<file path="config.mk">
export PLATFORM = sky130hd
export DESIGN_NAME = aes_sbox_from_inverse_unit
export DESIGN_NICKNAME = d
export VERILOG_FILES = /design/src/rtl/asbox_pkg.sv /design/src/rtl/asbox_useq.sv /design/src/rtl/asbox_dp.sv /design/src/rtl/aes_sbox_from_inverse_unit.sv
export VERILOG_INCLUDE_DIRS = /design/src /design/src/rtl
export SDC_FILE = /design/constraint.sdc
export NUM_CORES = 1
export LEC_CHECK = 0
export ABC_AREA = 1
export BUFFER_PORTS_ARGS = -buffer_cell sky130_fd_sc_hd__buf_2
export CAP_MARGIN = 20
export CELL_PAD_IN_SITES_DETAIL_PLACEMENT = 1
export CELL_PAD_IN_SITES_GLOBAL_PLACEMENT = 2
export CORE_ASPECT_RATIO = 1.25
export CORE_MARGIN = 2
export CORE_UTILIZATION = 37
export CTS_CLUSTER_SIZE = 40
export DETAILED_ROUTE_END_ITERATION = 8
export GPL_ROUTABILITY_DRIVEN = 0
export MAX_ROUTING_LAYER = met4
export PLACE_DENSITY_LB_ADDON = 0.1
export SYNTH_ARGS = -nofsm -noshare
export SYNTH_HDL_FRONTEND = slang
export SYNTH_SLANG_ARGS = --single-unit
</file>
<file path="constraint.sdc">
create_clock -name aclk -period 4.3 [get_ports aclk]
set_input_delay 0.43 -clock aclk [delete_from_list [all_inputs] [get_ports aclk]]
set_output_delay 0.43 -clock aclk [all_outputs]
set_load 0.02 [all_outputs]
</file>
<file path="src/rtl/assert_macros.svh">
// assertion macros used by the top rtl file, aes_sbox_from_inverse_unit
// no dependencies
`ifndef ASSERT_MACROS_SVH
`define ASSERT_MACROS_SVH

// same-cycle implication, disabled while in reset
`define ASSERT_IMPL(lbl, clk, rst_n, ante, cons) \
    lbl: assert property (@(posedge clk) disable iff (!(rst_n)) (ante) |-> (cons)) \
        else $error("assertion failed: same-cycle implication");

// next-cycle implication, disabled while in reset
`define ASSERT_NEXT(lbl, clk, rst_n, ante, cons) \
    lbl: assert property (@(posedge clk) disable iff (!(rst_n)) (ante) |=> (cons)) \
        else $error("assertion failed: next-cycle implication");

`endif

</file>
<file path="src/rtl/asbox_pkg.sv">
// types, constants, microcode rom and gf(2^8) helpers for the s-box unit
// no dependencies
package asbox_pkg;

    localparam logic [7:0] GF_POLY_LOW  = 8'h1B;
    localparam logic [7:0] AFFINE_CONST = 8'h63;
    localparam logic [7:0] ONE_BYTE     = 8'h01;
    localparam logic [2:0] LOOP_COUNT   = 3'd7;
    localparam logic [2:0] LOOP_LAST    = 3'd1;

    localparam logic [7:0] ROW_MASK [8] = '{
        8'hF8, 8'h7C, 8'h3E, 8'h1F, 8'h8F, 8'hC7, 8'hE3, 8'hF1
    };

    typedef enum logic [1:0] {
        OP_SQR,
        OP_MUL,
        OP_DONE
    } uop_t;

    typedef enum logic {
        ST_IDLE,
        ST_RUN
    } state_t;

    typedef logic [1:0] upc_t;

    typedef struct packed {
        uop_t uop;
        logic loop;
        upc_t target;
    } ucode_t;

    typedef struct packed {
        logic load;
        logic sqr;
        logic mul;
        logic out_load;
    } dp_ctrl_t;

    localparam upc_t UPC_START = 2'd0;
    localparam upc_t UPC_LOOP  = 2'd1;

    // x^254: square for the zero low bit, then seven multiply/square pairs
    function automatic ucode_t ucode_rom(input upc_t addr);
        ucode_t w;
        w = '{uop: OP_DONE, loop: 1'b0, target: UPC_START};
        case (addr)
            2'd0: w = '{uop: OP_SQR,  loop: 1'b0, target: UPC_START};
            2'd1: w = '{uop: OP_MUL,  loop: 1'b0, target: UPC_START};
            2'd2: w = '{uop: OP_SQR,  loop: 1'b1, target: UPC_LOOP};
            2'd3: w = '{uop: OP_DONE, loop: 1'b0, target: UPC_START};
            default: w = '{uop: OP_DONE, loop: 1'b0, target: UPC_START};
        endcase
        return w;
    endfunction

    function automatic logic [7:0] gf_mul(input logic [7:0] a, input logic [7:0] b);
        logic [7:0] acc;
        logic [7:0] x;
        acc = '0;
        x   = a;
        for (int i = 0; i < 8; i++) begin
            if (b[i]) begin
                acc = acc ^ x;
            end
            x = {x[6:0], 1'b0} ^ (x[7] ? GF_POLY_LOW : 8'h00);
        end
        return acc;
    endfunction

    function automatic logic [7:0] affine(input logic [7:0] inv);
        logic [7:0] res;
        res = '0;
        for (int k = 0; k < 8; k++) begin
            res[7 - k] = (^(inv & ROW_MASK[k])) ^ AFFINE_CONST[7 - k];
        end
        return res;
    endfunction

endpackage

</file>
<file path="src/rtl/asbox_useq.sv">
// microcode sequencer: step counter, loop counter, rom and beat handshake
// depends on asbox_pkg
module asbox_useq (
    input  logic               aclk,
    input  logic               aresetn,
    input  logic               s_valid,
    output logic               s_ready,
    output logic               m_valid,
    input  logic               m_ready,
    output asbox_pkg::dp_ctrl_t ctrl
);
    import asbox_pkg::*;

    state_t     state_reg, state_next;
    upc_t       pc_reg, pc_next;
    logic [2:0] cnt_reg, cnt_next;
    logic       m_valid_reg, m_valid_next;
    ucode_t     uw;
    logic       accept;
    logic       out_free;

    assign uw       = ucode_rom(pc_reg);
    assign accept   = s_valid && (state_reg == ST_IDLE);
    assign out_free = !m_valid_reg || m_ready;

    // next state
    always_comb begin
        state_next = state_reg;
        case (state_reg)
            ST_IDLE: begin
                if (accept) begin
                    state_next = ST_RUN;
                end
            end
            ST_RUN: begin
                if (uw.uop == OP_DONE && out_free) begin
                    state_next = ST_IDLE;
                end
            end
            default: state_next = ST_IDLE;
        endcase
    end

    // outputs and counters
    always_comb begin
        ctrl         = '0;
        pc_next      = pc_reg;
        cnt_next     = cnt_reg;
        m_valid_next = m_valid_reg && !m_ready;
        case (state_reg)
            ST_IDLE: begin
                if (accept) begin
                    ctrl.load = 1'b1;
                    pc_next   = UPC_START;
                    cnt_next  = LOOP_COUNT;
                end
            end
            ST_RUN: begin
                case (uw.uop)
                    OP_SQR: begin
                        ctrl.sqr = 1'b1;
                        if (uw.loop) begin
                            cnt_next = cnt_reg - 3'd1;
                            pc_next  = (cnt_reg != LOOP_LAST) ? uw.target : pc_reg + 2'd1;
                        end else begin
                            pc_next = pc_reg + 2'd1;
                        end
                    end
                    OP_MUL: begin
                        ctrl.mul = 1'b1;
                        pc_next  = pc_reg + 2'd1;
                    end
                    OP_DONE: begin
                        if (out_free) begin
                            ctrl.out_load = 1'b1;
                            m_valid_next  = 1'b1;
                        end
                    end
                    default: pc_next = UPC_START;
                endcase
            end
            default: pc_next = UPC_START;
        endcase
    end

    always_ff @(posedge aclk) begin
        if (!aresetn) begin
            state_reg   <= ST_IDLE;
            pc_reg      <= UPC_START;
            cnt_reg     <= '0;
            m_valid_reg <= 1'b0;
        end else begin
            state_reg   <= state_next;
            pc_reg      <= pc_next;
            cnt_reg     <= cnt_next;
            m_valid_reg <= m_valid_next;
        end
    end

    assign s_ready = (state_reg == ST_IDLE);
    assign m_valid = m_valid_reg;

endmodule

</file>
<file path="src/rtl/asbox_dp.sv">
// datapath: base and accumulator registers, shared gf(2^8) multiplier,
// affine transform and result registers; depends on asbox_pkg
module asbox_dp (
    input  logic                aclk,
    input  asbox_pkg::dp_ctrl_t ctrl,
    input  logic [7:0]          in_byte,
    output logic [7:0]          sbox_byte,
    output logic [7:0]          field_inverse
);
    import asbox_pkg::*;

    logic [7:0] base_reg;
    logic [7:0] acc_reg;
    logic [7:0] sbox_reg;
    logic [7:0] inv_reg;
    logic [7:0] prod;

    assign prod = gf_mul(ctrl.mul ? acc_reg : base_reg, base_reg);

    always_ff @(posedge aclk) begin
        if (ctrl.load) begin
            base_reg <= in_byte;
            acc_reg  <= ONE_BYTE;
        end
        if (ctrl.sqr) begin
            base_reg <= prod;
        end
        if (ctrl.mul) begin
            acc_reg <= prod;
        end
        if (ctrl.out_load) begin
            inv_reg  <= acc_reg;
            sbox_reg <= affine(acc_reg);
        end
    end

    assign sbox_byte     = sbox_reg;
    assign field_inverse = inv_reg;

endmodule

</file>
<file path="src/rtl/aes_sbox_from_inverse_unit.sv">
// AES s-box unit: one byte in, s-box value and gf(2^8) inverse out.
// The inverse is x^254, formed by a four-word microprogram that drives a
// single gf(2^8) multiplier; a beat runs its steps in order from acceptance to
// result (one square, seven multiply/square pairs, one final step), one at a
// time on the shared multiplier. A result waits in an output register, and a
// new beat may be accepted while it waits. Depends on asbox_pkg,
// asbox_useq, asbox_dp and assert_macros.svh.
`include "assert_macros.svh"
module aes_sbox_from_inverse_unit (
    input  logic       aclk,
    input  logic       aresetn,
    input  logic       s_valid,
    output logic       s_ready,
    input  logic [7:0] s_in_byte,
    output logic       m_valid,
    input  logic       m_ready,
    output logic [7:0] m_sbox_byte,
    output logic [7:0] m_field_inverse
);
    import asbox_pkg::*;

    dp_ctrl_t ctrl;

    asbox_useq u_useq (
        .aclk    (aclk),
        .aresetn (aresetn),
        .s_valid (s_valid),
        .s_ready (s_ready),
        .m_valid (m_valid),
        .m_ready (m_ready),
        .ctrl    (ctrl)
    );

    asbox_dp u_dp (
        .aclk          (aclk),
        .ctrl          (ctrl),
        .in_byte       (s_in_byte),
        .sbox_byte     (m_sbox_byte),
        .field_inverse (m_field_inverse)
    );

    // an accepted beat makes the unit busy
    `ASSERT_NEXT(a_busy_after_accept, aclk, aresetn, s_valid && s_ready, !s_ready)
    // a new result only appears at the end of a run
    `ASSERT_IMPL(a_result_after_run, aclk, aresetn, $rose(m_valid), $past(!s_ready))
    // zero inverse gives the affine constant
    `ASSERT_IMPL(a_zero_maps, aclk, aresetn, m_valid && (m_field_inverse == 8'h00), m_sbox_byte == AFFINE_CONST)
    // datapath is never told to square and multiply at once, nor to load while doing either
    `ASSERT_IMPL(a_one_op, aclk, aresetn, ctrl.sqr || ctrl.mul, !(ctrl.sqr && ctrl.mul) && !ctrl.load)

endmodule

</file>
==> results.json, run 1 <==
{
  "die-width_um": 91.3,
  "ys_ff_latch": 39,
  "ctsResizeCount": 0,
  "finalHoldViolations": 0,
  "setup_viol": 0,
  "min_period_ns": 3.21,
  "fill_cells": 1213,
  "finalSetupTns_ns": 0,
  "cts_tree": "yes",
  "r2r_setup_slack_ns": 1.09,
  "power_density_nw_per_um2": 628,
  "syn_inst": 525,
  "hold_buffers": 0,
  "yosysWarnings": 0,
  "synth_fa_ha_area_share_pct": 2.13,
  "final_common_cell": "nand2_1",
  "drt_pass1_iterations": 4,
  "synth_compound_area_share_pct": 3.76,
  "wl_per_cell_um": 16.6,
  "hpwl_mm": 9.02,
  "grt_pass1_vias": 3511,
  "r2r-end": "u_dp.acc_reg[6]$_SDFFCE_PN0P_",
  "synth_top_family_by_area": "simple AND/OR/NAND/NOR gates",
  "num_vias": 3389,
  "viasPerCell": 5.01,
  "coreArea_sq_um": 9220,
  "fmax_mhz": 312,
  "die_area_sq_um": 10300,
  "ant_nets": 0,
  "skew_ns": 0.00279,
  "htreeDepth": 2,
  "dpl_cell_area_sq_um": 3760,
  "cts-root-buf": "clkbuf_16",
  "synth_mux_area_share_pct": 0,
  "tightest_slew_ns": 0.662,
  "synth_fp_nets": 543,
  "final_cell_mix": "nand2_1 (201), inv_1 (59), nand3_1 (56)",
  "fin_crit_sh_pct": 74.6,
  "startpoint_type": "register",
  "antenna_cells": 0,
  "dr.first_iter.drc_count": 168,
  "numCtsBuffers": 5,
  "route.detailed.drc": 0,
  "cts_buffer_depth": 2,
  "relSlewSlack_pct": 55.8,
  "finalInstanceArea_sq_um": 3900,
  "hold_start": "s_in_byte[5]",
  "drive_above_1_share_pct": 14.5,
  "arrival_ns": 3.24,
  "endpoint": "u_dp.acc_reg[6]$_SDFFCE_PN0P_",
  "peakVddDrop_v": 0.000238,
  "status": "finished clean",
  "timing.rr.start": "u_useq.pc_reg[0]$_SDFFE_PN0P_",
  "synth_sequential_area_ratio_pct": 31.2,
  "gr-total-overflow": 0,
  "final_max_slew_viol_count": 0,
  "cts_setup_buffers": 0,
  "port_buffers": 29,
  "crit_required_ns": 4.33,
  "clkTransAtPathRegs_ns": 0.06,
  "nets": 570,
  "r2r_cells": 14,
  "synth.avg_cell_area_sq_um": 6.72,
  "synth-xor-area-share_pct": 10.9,
  "critPathMaxFanout": 26,
  "globalRouteTotalUtil_pct": 23.2,
  "io_pins": 30,
  "antenna_found_initial": 0,
  "worstSkewPairLatency_ns": 0.28,
  "maxCapViolations": 0,
  "postRouteWirelength_mm": 11.2,
  "core.rowCount": 39,
  "leakage_nw": 1.96,
  "synthToLayoutAreaGrowth_pct": 10.5,
  "startpoint": "u_useq.pc_reg[0]$_SDFFE_PN0P_",
  "grt_pass1_wl_mm": 18.2,
  "start_util_pct": 38.2,
  "yosys.cell_types.count": 33,
  "grt_setup_unrepaired": "no",
  "cts.sinks": 39,
  "synth_area_sq_um": 3530,
  "dieHeight_um": 113,
  "criticalPathCategory": "register to register",
  "min_path_type": "primary input to register",
  "cp-end-kind": "register",
  "grt_max_degree": 27,
  "synth-simple-area-share_pct": 43.4
}
[worst min-delay path by stage]
stage                                           to  cells after the start
global placement    u_useq.cnt_reg[0]$_SDFFE_PN0P_                      1
detailed placement  u_useq.cnt_reg[0]$_SDFFE_PN0P_                      1
finish                  u_dp.base_reg[5]$_DFFE_PP_                      3
global route            u_dp.base_reg[4]$_DFFE_PP_                      3
floorplan           u_useq.cnt_reg[0]$_SDFFE_PN0P_                      1
CTS                     u_dp.base_reg[5]$_DFFE_PP_                      3
[cells in the mapped netlist (all sizes together)]
cell    instances  area share, %
nand2         229             27
nand3          63            9.9
inv            60            6.4
nor2           42            4.7
edfxtp         32             27
xor2           30            7.7
xnor2          12            3.2
o21ai          10            1.5
a21oi           9            1.4
buf             9            2.1
dfxtp           7            4.0
ha              6            2.1
nand3b          4           0.85
a211oi          3           0.64
nand4           2           0.35
nor3            2           0.28
clkbuf          1           0.11
clkinv          1           0.11
nor4            1           0.18
o211ai          1           0.21
or2             1           0.18
[power by group]
group	leakage (nW)	total [mW]	internal (mW)	switching [mW]
registers	0.358	0.545	0.465	0.0797
logic	1.53	1.54	0.486	1.06
clock network	0.0669	0.360	0.214	0.146
total	1.96	2.45	1.16	1.28
[stage by stage]
| step | setup WS [ns] | power, mW | cells | hold slack [ns] | util, % |
|---|---|---|---|---|---|
| CTS | 1.06 | 2.47 | 676 | 0.414 | 42.3 |
| finish | 1.09 | 2.45 | 676 | 0.413 | 42.3 |
| floorplan | 2.07 | 1.68 | 525 | 0.472 | - |
| global placement | 1.15 | 2.06 | 668 | 0.497 | 40.7 |
| detailed placement | 1.12 | 2.09 | 668 | 0.503 | 40.7 |
| global route | 0.776 | 2.68 | 676 | 0.432 | 42.3 |
[cell families (layout without fill, tap and decap cells)]
family | count (synthesis) | count (layout)
adder cells (fa/ha/maj) | 6 | 6
AO/OA/AOI/OAI | 23 | 23
AND/OR/NAND/NOR | 344 | 344
flip-flops | 39 | 39
buffers and inverters | 71 | 99
XOR/XNOR | 42 | 42
[worst max-delay path, cell delays in order, from the launching register on]
cell and delay [ns]:
dfxtp_1 0.43, ha_1 0.58, nand2_4 0.29, nand2_1 0.20, nand2_4 0.12, inv_2 0.20
nand2_1 0.09, nand2_2 0.15, nand2_1 0.11, nand2_2 0.12, nor2_1 0.06, xnor2_1 0.25
nand3_1 0.13, nand2_1 0.13, nor2_1 0.06
[layer usage]
metal | global-route usage, % | wire, um | part of all wire, % | vias to the layer above
met5 | - | 0 | 0 | -
li1 | - | - | - | 1703
met4 | 3.64 | 74 | 0.66 | 0
met2 | 40.3 | 5780 | 52 | 57
met3 | 3.20 | 353 | 3.2 | 9
met1 | 29.3 | 5000 | 45 | 1620
[final cells by class]
cell class                 count  area [sq um]  area share, %
timing repair buffer          30           153           3.92
multi-input combinational    415          2120           54.4
inverter                      61           229           5.87
clock inverter                 2          12.5          0.321
sequential                    39          1100           28.2
tap                          123           154           3.95
clock buffer                   6           129           3.31
No activity file was read; power rests on OpenSTA's default activity.
==> run 2, diff against run 1 <==
--- a/config.mk
+++ b/config.mk
@@ -13,7 +13,7 @@
 export CELL_PAD_IN_SITES_GLOBAL_PLACEMENT = 2
 export CORE_ASPECT_RATIO = 1.25
 export CORE_MARGIN = 2
-export CORE_UTILIZATION = 37
+export CORE_UTILIZATION = 31
 export CTS_CLUSTER_SIZE = 40
 export DETAILED_ROUTE_END_ITERATION = 8
 export GPL_ROUTABILITY_DRIVEN = 0
==> constraint.sdc (replaced) <==
create_clock -name aclk -period 2.7 [get_ports aclk]
set_input_delay 0.27 -clock aclk [delete_from_list [all_inputs] [get_ports aclk]]
set_output_delay 0.27 -clock aclk [all_outputs]
set_load 0.02 [all_outputs]
==> run 2 against run 1 <==
Via count rose by 1.9%; clock power grew 86%; register-to-register slack got worse by 0.91 ns; critical path depth rose by 2; combinational power rose by 76%; final cell count rose by 6.5%; global-route usage decreased by 3.1 points; flip-flop and latch count did not move; routed wire length rose by 4.4%; die area up 19%; largest cell class unchanged; largest power group unchanged.
==> results.json, run 2 (synthesis results as in run 1) <==
{
  "status": "finished clean",
  "hold_buffers": 0,
  "whs_ns": 0.246,
  "drt_pass1_iterations": 4,
  "leakage_nw": 2.14,
  "num_vias": 3452,
  "r2r_cells": 16,
  "route.detailed.drc": 0,
  "cts_buffer_depth": 2,
  "timing.rr.start": "u_useq.pc_reg[1]$_SDFFE_PN0P_",
  "fin_crit_sh_pct": 93.1,
  "crit_buf_inv": 2,
  "hpwl_mm": 9.58,
  "arrival_ns": 2.55,
  "htreeDepth": 2,
  "wl_per_cell_um": 16.3,
  "worstPathCellList": "inv_1 > ha_4 > buf_6 > nand3_1 > nand2_2 > nand2_1 > nand2_1 > nand2_1 > nand2_2 > nand3_1 > nand3_1 > nand2_1 > nand2_1 > nand3_1 > nand2_1 > nor2_1",
  "cp_num_cells": 16,
  "path_common_cell": "nand2_1",
  "startpoint_type": "register",
  "cts-root-buf": "clkbuf_16",
  "cts.sinks": 39,
  "maxCapViolations": 0,
  "port_buffers": 29,
  "final_cell_mix": "nand2_1 (195), inv_1 (59), nand3_1 (55)",
  "antenna_cells": 0,
  "start_util_pct": 31.8,
  "peakVddDrop_v": 0.000388,
  "cts_tree": "yes",
  "coreArea_sq_um": 11100,
  "dieHeight_um": 123,
  "min_path_type": "primary input to register",
  "min_period_ns": 2.51,
  "die_area_sq_um": 12300,
  "fill_cells": 1427,
  "final_common_cell": "nand2_1",
  "critPathTopFamily": "simple AND/OR/NAND/NOR gates",
  "tightest_slew_ns": 0.408,
  "r2r-end": "u_dp.acc_reg[4]$_SDFFCE_PN0P_",
  "postRouteWirelength_mm": 11.7,
  "critPathMaxFanout": 12,
  "critPathMaxStageDelay_ns": 0.31,
  "power_density_nw_per_um2": 985,
  "numCtsBuffers": 5,
  "drive_above_1_share_pct": 21.5,
  "worstSkewPairLatency_ns": 0.29,
  "grt_pass1_vias": 3402,
  "dr.first_iter.drc_count": 130,
  "fmax_mhz": 398,
  "grt_max_degree": 18,
  "setup_viol": 0,
  "finalHoldViolations": 0,
  "nets": 602,
  "dpl.cell_count": 704,
  "clkTransAtPathRegs_ns": 0.06,
  "core.rowCount": 43,
  "io_pins": 30,
  "die-width_um": 99.4,
  "relSlewSlack_pct": 72.6,
  "cp-end-kind": "register",
  "crit_required_ns": 2.73,
  "criticalPathCategory": "register to register",
  "endpoint": "u_dp.acc_reg[4]$_SDFFCE_PN0P_",
  "gr-total-overflow": 0,
  "final_max_slew_viol_count": 0,
  "skew_ns": 0.00837,
  "fin_cells": 720,
  "antenna_found_initial": 0,
  "startpoint": "u_useq.pc_reg[1]$_SDFFE_PN0P_",
  "finalSetupTns_ns": 0,
  "r2r_setup_slack_ns": 0.19,
  "viasPerCell": 4.79,
  "globalRouteTotalUtil_pct": 20.1,
  "synthToLayoutAreaGrowth_pct": 21.0,
  "cp_slowest_cell": "dfxtp_1",
  "grt_pass1_wl_mm": 18.3,
  "ant_nets": 0
}
-- run 2: cell count changes in the layout (fill, tap and decap cells not counted), sizes merged --
cell,change
buf,+32
clkinvlp,-1
clkbuf,+1
-- run 2: what timing repair did --
action                                  4_1_cts  5_1_grt
gates resized for setup                       2       20
endpoints found under the setup margin        2       16
pin swaps                                     0        3
buffers inserted                              0        8
-- run 2: area by class of cell --
cell class	count	area, sq um	area share (%)
clock inverter	1	5.00	0.117
timing repair buffer	62	397	9.29
sequential	39	1100	25.8
multi-input combinational	415	2200	51.6
clock buffer	7	164	3.84
tap	135	169	3.96
inverter	61	229	5.36
-- run 2: through the flow --
step	setup slack [ns]	utilization [%]	instance area (sq um)	power (mW)
floorplan	0.471	-	3530	2.67
global placement	-0.00320	35.7	3950	3.41
detailed placement	-0.0126	35.7	3950	3.45
CTS	0.00449	37.2	4130	4.15
global route	-0.00582	38.5	4270	4.64
finish	0.186	38.5	4270	4.20
-- run 2: report_power, final --
part | switching (mW) | leakage, nW | internal, mW
Combinational | 1.78 | 1.69 | 0.939
Clock | 0.246 | 0.0850 | 0.423
Sequential | 0.0813 | 0.358 | 0.740
-- run 2: worst min path at each step --
stage,startpoint,endpoint,depth (start not counted)
finish,m_ready,u_useq.m_valid$_SDFF_PN0_,4
global route,m_ready,u_useq.m_valid$_SDFF_PN0_,4
CTS,m_ready,u_useq.m_valid$_SDFF_PN0_,4
detailed placement,u_useq.cnt_reg[0]$_SDFFE_PN0P_,u_useq.cnt_reg[0]$_SDFFE_PN0P_,1
global placement,u_useq.cnt_reg[0]$_SDFFE_PN0P_,u_useq.cnt_reg[0]$_SDFFE_PN0P_,1
floorplan,s_valid,u_useq.state_reg$_SDFF_PN0_,2
-- run 2: metal layers --
metal | track usage, % | vias to the layer above | wire length (um)
met4 | 3.68 | 0 | 116
met1 | 25.2 | 1602 | 5050
met3 | 2.83 | 10 | 575
met5 | - | - | 0
met2 | 35.1 | 70 | 5960
li1 | - | 1770 | -
-- run 2: worst min-delay path: cells and delay by family --
family                 cells  cell delay, ns
AO/OA/AOI/OAI              1            0.05
AND/OR/NAND/NOR            1            0.05
buffers and inverters      2            0.11
==> run 3, diff against run 2 <==
--- a/config.mk
+++ b/config.mk
@@ -14,11 +14,13 @@
 export CORE_ASPECT_RATIO = 1.25
 export CORE_MARGIN = 2
 export CORE_UTILIZATION = 31
+export CTS_CLUSTER_DIAMETER = 80
 export CTS_CLUSTER_SIZE = 40
 export DETAILED_ROUTE_END_ITERATION = 8
 export GPL_ROUTABILITY_DRIVEN = 0
 export MAX_ROUTING_LAYER = met4
 export PLACE_DENSITY_LB_ADDON = 0.1
+export RECOVER_POWER = 100
 export SYNTH_ARGS = -nofsm -noshare
 export SYNTH_HDL_FRONTEND = slang
 export SYNTH_SLANG_ARGS = --single-unit
==> constraint.sdc (replaced) <==
create_clock -name aclk -period 2.1 [get_ports aclk]
set_input_delay 0.21 -clock aclk [delete_from_list [all_inputs] [get_ports aclk]]
set_output_delay 0.21 -clock aclk [all_outputs]
set_load 0.02 [all_outputs]
==> run 3 against run 2 <==
The flow now finishes with violations (setup timing); final cell count increased by 8.5%; largest power group unchanged; via count increased by 11%; sequential share of layout area decreased by 5.5 points; clock power increased by 20%; combinational power increased by 88%; critical path depth increased by 1.
==> results.json, run 3 (synthesis results as in run 1) <==
{
  "status": "complete, but fails checks",
  "violations": "setup timing",
  "cts-root-buf": "clkbuf_16",
  "num_vias": 3823,
  "startpoint_type": "register",
  "cts_tree": "yes",
  "htreeDepth": 2,
  "maxCapViolations": 0,
  "relSlewSlack_pct": 71.1,
  "crit_required_ns": 2.14,
  "leakage_nw": 2.54,
  "antenna_found_initial": 0,
  "whs_ns": 0.178,
  "fin_crit_sh_pct": 119,
  "layout_setup_ws_ns": -0.396,
  "final_max_slew_viol_count": 0,
  "start_util_pct": 31.8,
  "die-width_um": 99.4,
  "drt_pass1_iterations": 4,
  "tightest_slew_ns": 0.430,
  "power_density_nw_per_um2": 1280,
  "globalRouteTotalUtil_pct": 21.9,
  "critPathMaxFanout": 8,
  "grtUsageMet2_pct": 38.9,
  "wl_per_cell_um": 17.3,
  "grt_max_degree": 18,
  "synthToLayoutAreaGrowth_pct": 54.3,
  "gr-total-overflow": 0,
  "fmax_mhz": 401,
  "ant_nets": 0,
  "final_common_cell": "nand2_1",
  "skew_ns": 0.00895,
  "hpwl_mm": 9.96,
  "timing.rr.start": "u_useq.pc_reg[1]$_SDFFE_PN0P_",
  "finalHoldViolations": 0,
  "grt_pass1_wl_mm": 20.3,
  "grt_pass1_vias": 3921,
  "worstSkewPairLatency_ns": 0.29,
  "drive_above_1_share_pct": 41.3,
  "arrival_ns": 2.54,
  "endpoint": "u_dp.acc_reg[6]$_SDFFCE_PN0P_",
  "antenna_cells": 0,
  "cp-end-kind": "register",
  "dieHeight_um": 123,
  "die_area_sq_um": 12300,
  "power.total_mw": 6.95,
  "final_cell_mix": "nand2_1 (135), buf_4 (71), inv_1 (58), nand2_2 (58), edfxtp_1 (32)",
  "startpoint": "u_useq.pc_reg[1]$_SDFFE_PN0P_",
  "io_pins": 30,
  "port_buffers": 29,
  "setup_viol": 16,
  "min_period_ns": 2.50,
  "grt_setup_unrepaired": "yes",
  "r2r_cells": 17,
  "peakVddDrop_v": 0.000486,
  "postRouteWirelength_mm": 13.5,
  "dr.first_iter.drc_count": 122,
  "min_path_type": "primary input to register",
  "r2r-end": "u_dp.acc_reg[6]$_SDFFCE_PN0P_",
  "finalSetupTns_ns": -5.68,
  "grt.busiest_layer": "met2",
  "route.detailed.drc": 0,
  "cts_buffer_depth": 2,
  "viasPerCell": 4.90,
  "coreArea_sq_um": 11100,
  "use_met3_pct": 2.37,
  "core.rowCount": 43,
  "cts.sinks": 39,
  "grtUsageMet1_pct": 27.5,
  "r2r_setup_slack_ns": -0.40,
  "clkTransAtPathRegs_ns": 0.06,
  "numCtsBuffers": 5,
  "criticalPathCategory": "register to register",
  "nets": 663
}
run 3: cell types whose count changed in the layout (fill, tap and decap cells not counted), sizes merged:
cell / change
clkinv: -1
clkbuf: +25
inv: +1
nand2: +4
buf: +32
run 3: what timing repair did:
action	4_1_cts	5_1_grt
gates resized for setup	71	121
pin swaps	13	61
buffers inserted	7	16
hold buffers	0	0
setup endpoints to repair	16	17
cloned	4	1
run 3: per-layer routing:
| metal | wire (um) | share of wire (%) |
|---|---|---|
| met2 | 7110 | 53 |
| met3 | 334 | 2.5 |
| met1 | 5860 | 43 |
| met4 | 190 | 1.4 |
| met5 | 0 | 0 |
run 3: through the flow:
stage / area, sq um / std cells / util, % / setup slack [ns]
2_1_floorplan: 3550 / 525 / - / 0.00388
3_3_place_gp: 4300 / 745 / 38.8 / -0.458
3_5_place_dp: 4300 / 745 / 38.8 / -0.510
4_1_cts: 4820 / 764 / 43.5 / -0.365
5_1_grt: 5440 / 781 / 49.1 / -0.547
6_report: 5440 / 781 / 49.1 / -0.396
run 3: worst min path at each step:
stage                            start                     endpoint  cells past startpoint
after floorplan                s_valid  u_useq.state_reg$_SDFF_PN0_                      2
after global placement         m_ready    u_useq.m_valid$_SDFF_PN0_                      4
after detailed placement       m_ready    u_useq.m_valid$_SDFF_PN0_                      4
after CTS                      m_ready    u_useq.m_valid$_SDFF_PN0_                      4
after global routing      s_in_byte[7]   u_dp.base_reg[7]$_DFFE_PP_                      3
final                          m_ready    u_useq.m_valid$_SDFF_PN0_                      4
run 3: worst max-delay path, stage by stage, from the launching register on:
cell and delay, ns:
dfxtp_2 0.33, inv_2 0.07, ha_4 0.26, nand2_8 0.10, buf_12 0.15, nand2_1 0.07, o21ai_2 0.07, nand2_1 0.13
nand2_4 0.08, buf_6 0.12, nand2_4 0.07, nand2_4 0.08, buf_4 0.14, nor2_1 0.15, xnor2_2 0.16, nand3_2 0.13
nand2_2 0.10, nor2_2 0.04
run 3: cell type report:
type	instances	area, sq um
clock buffers	7	143
repair buffers	119	853
clock inverters	1	8.76
inverters	61	229
well taps	135	169
flip-flops and latches	39	1100
fillers	1371	5640
multi-input cells	419	2930
run 3: report_power, final:
part | switching [mW] | internal (mW)
sequential | 0.0959 | 0.952
clock | 0.325 | 0.478
combinational | 3.14 | 1.96
total | 3.56 | 3.39
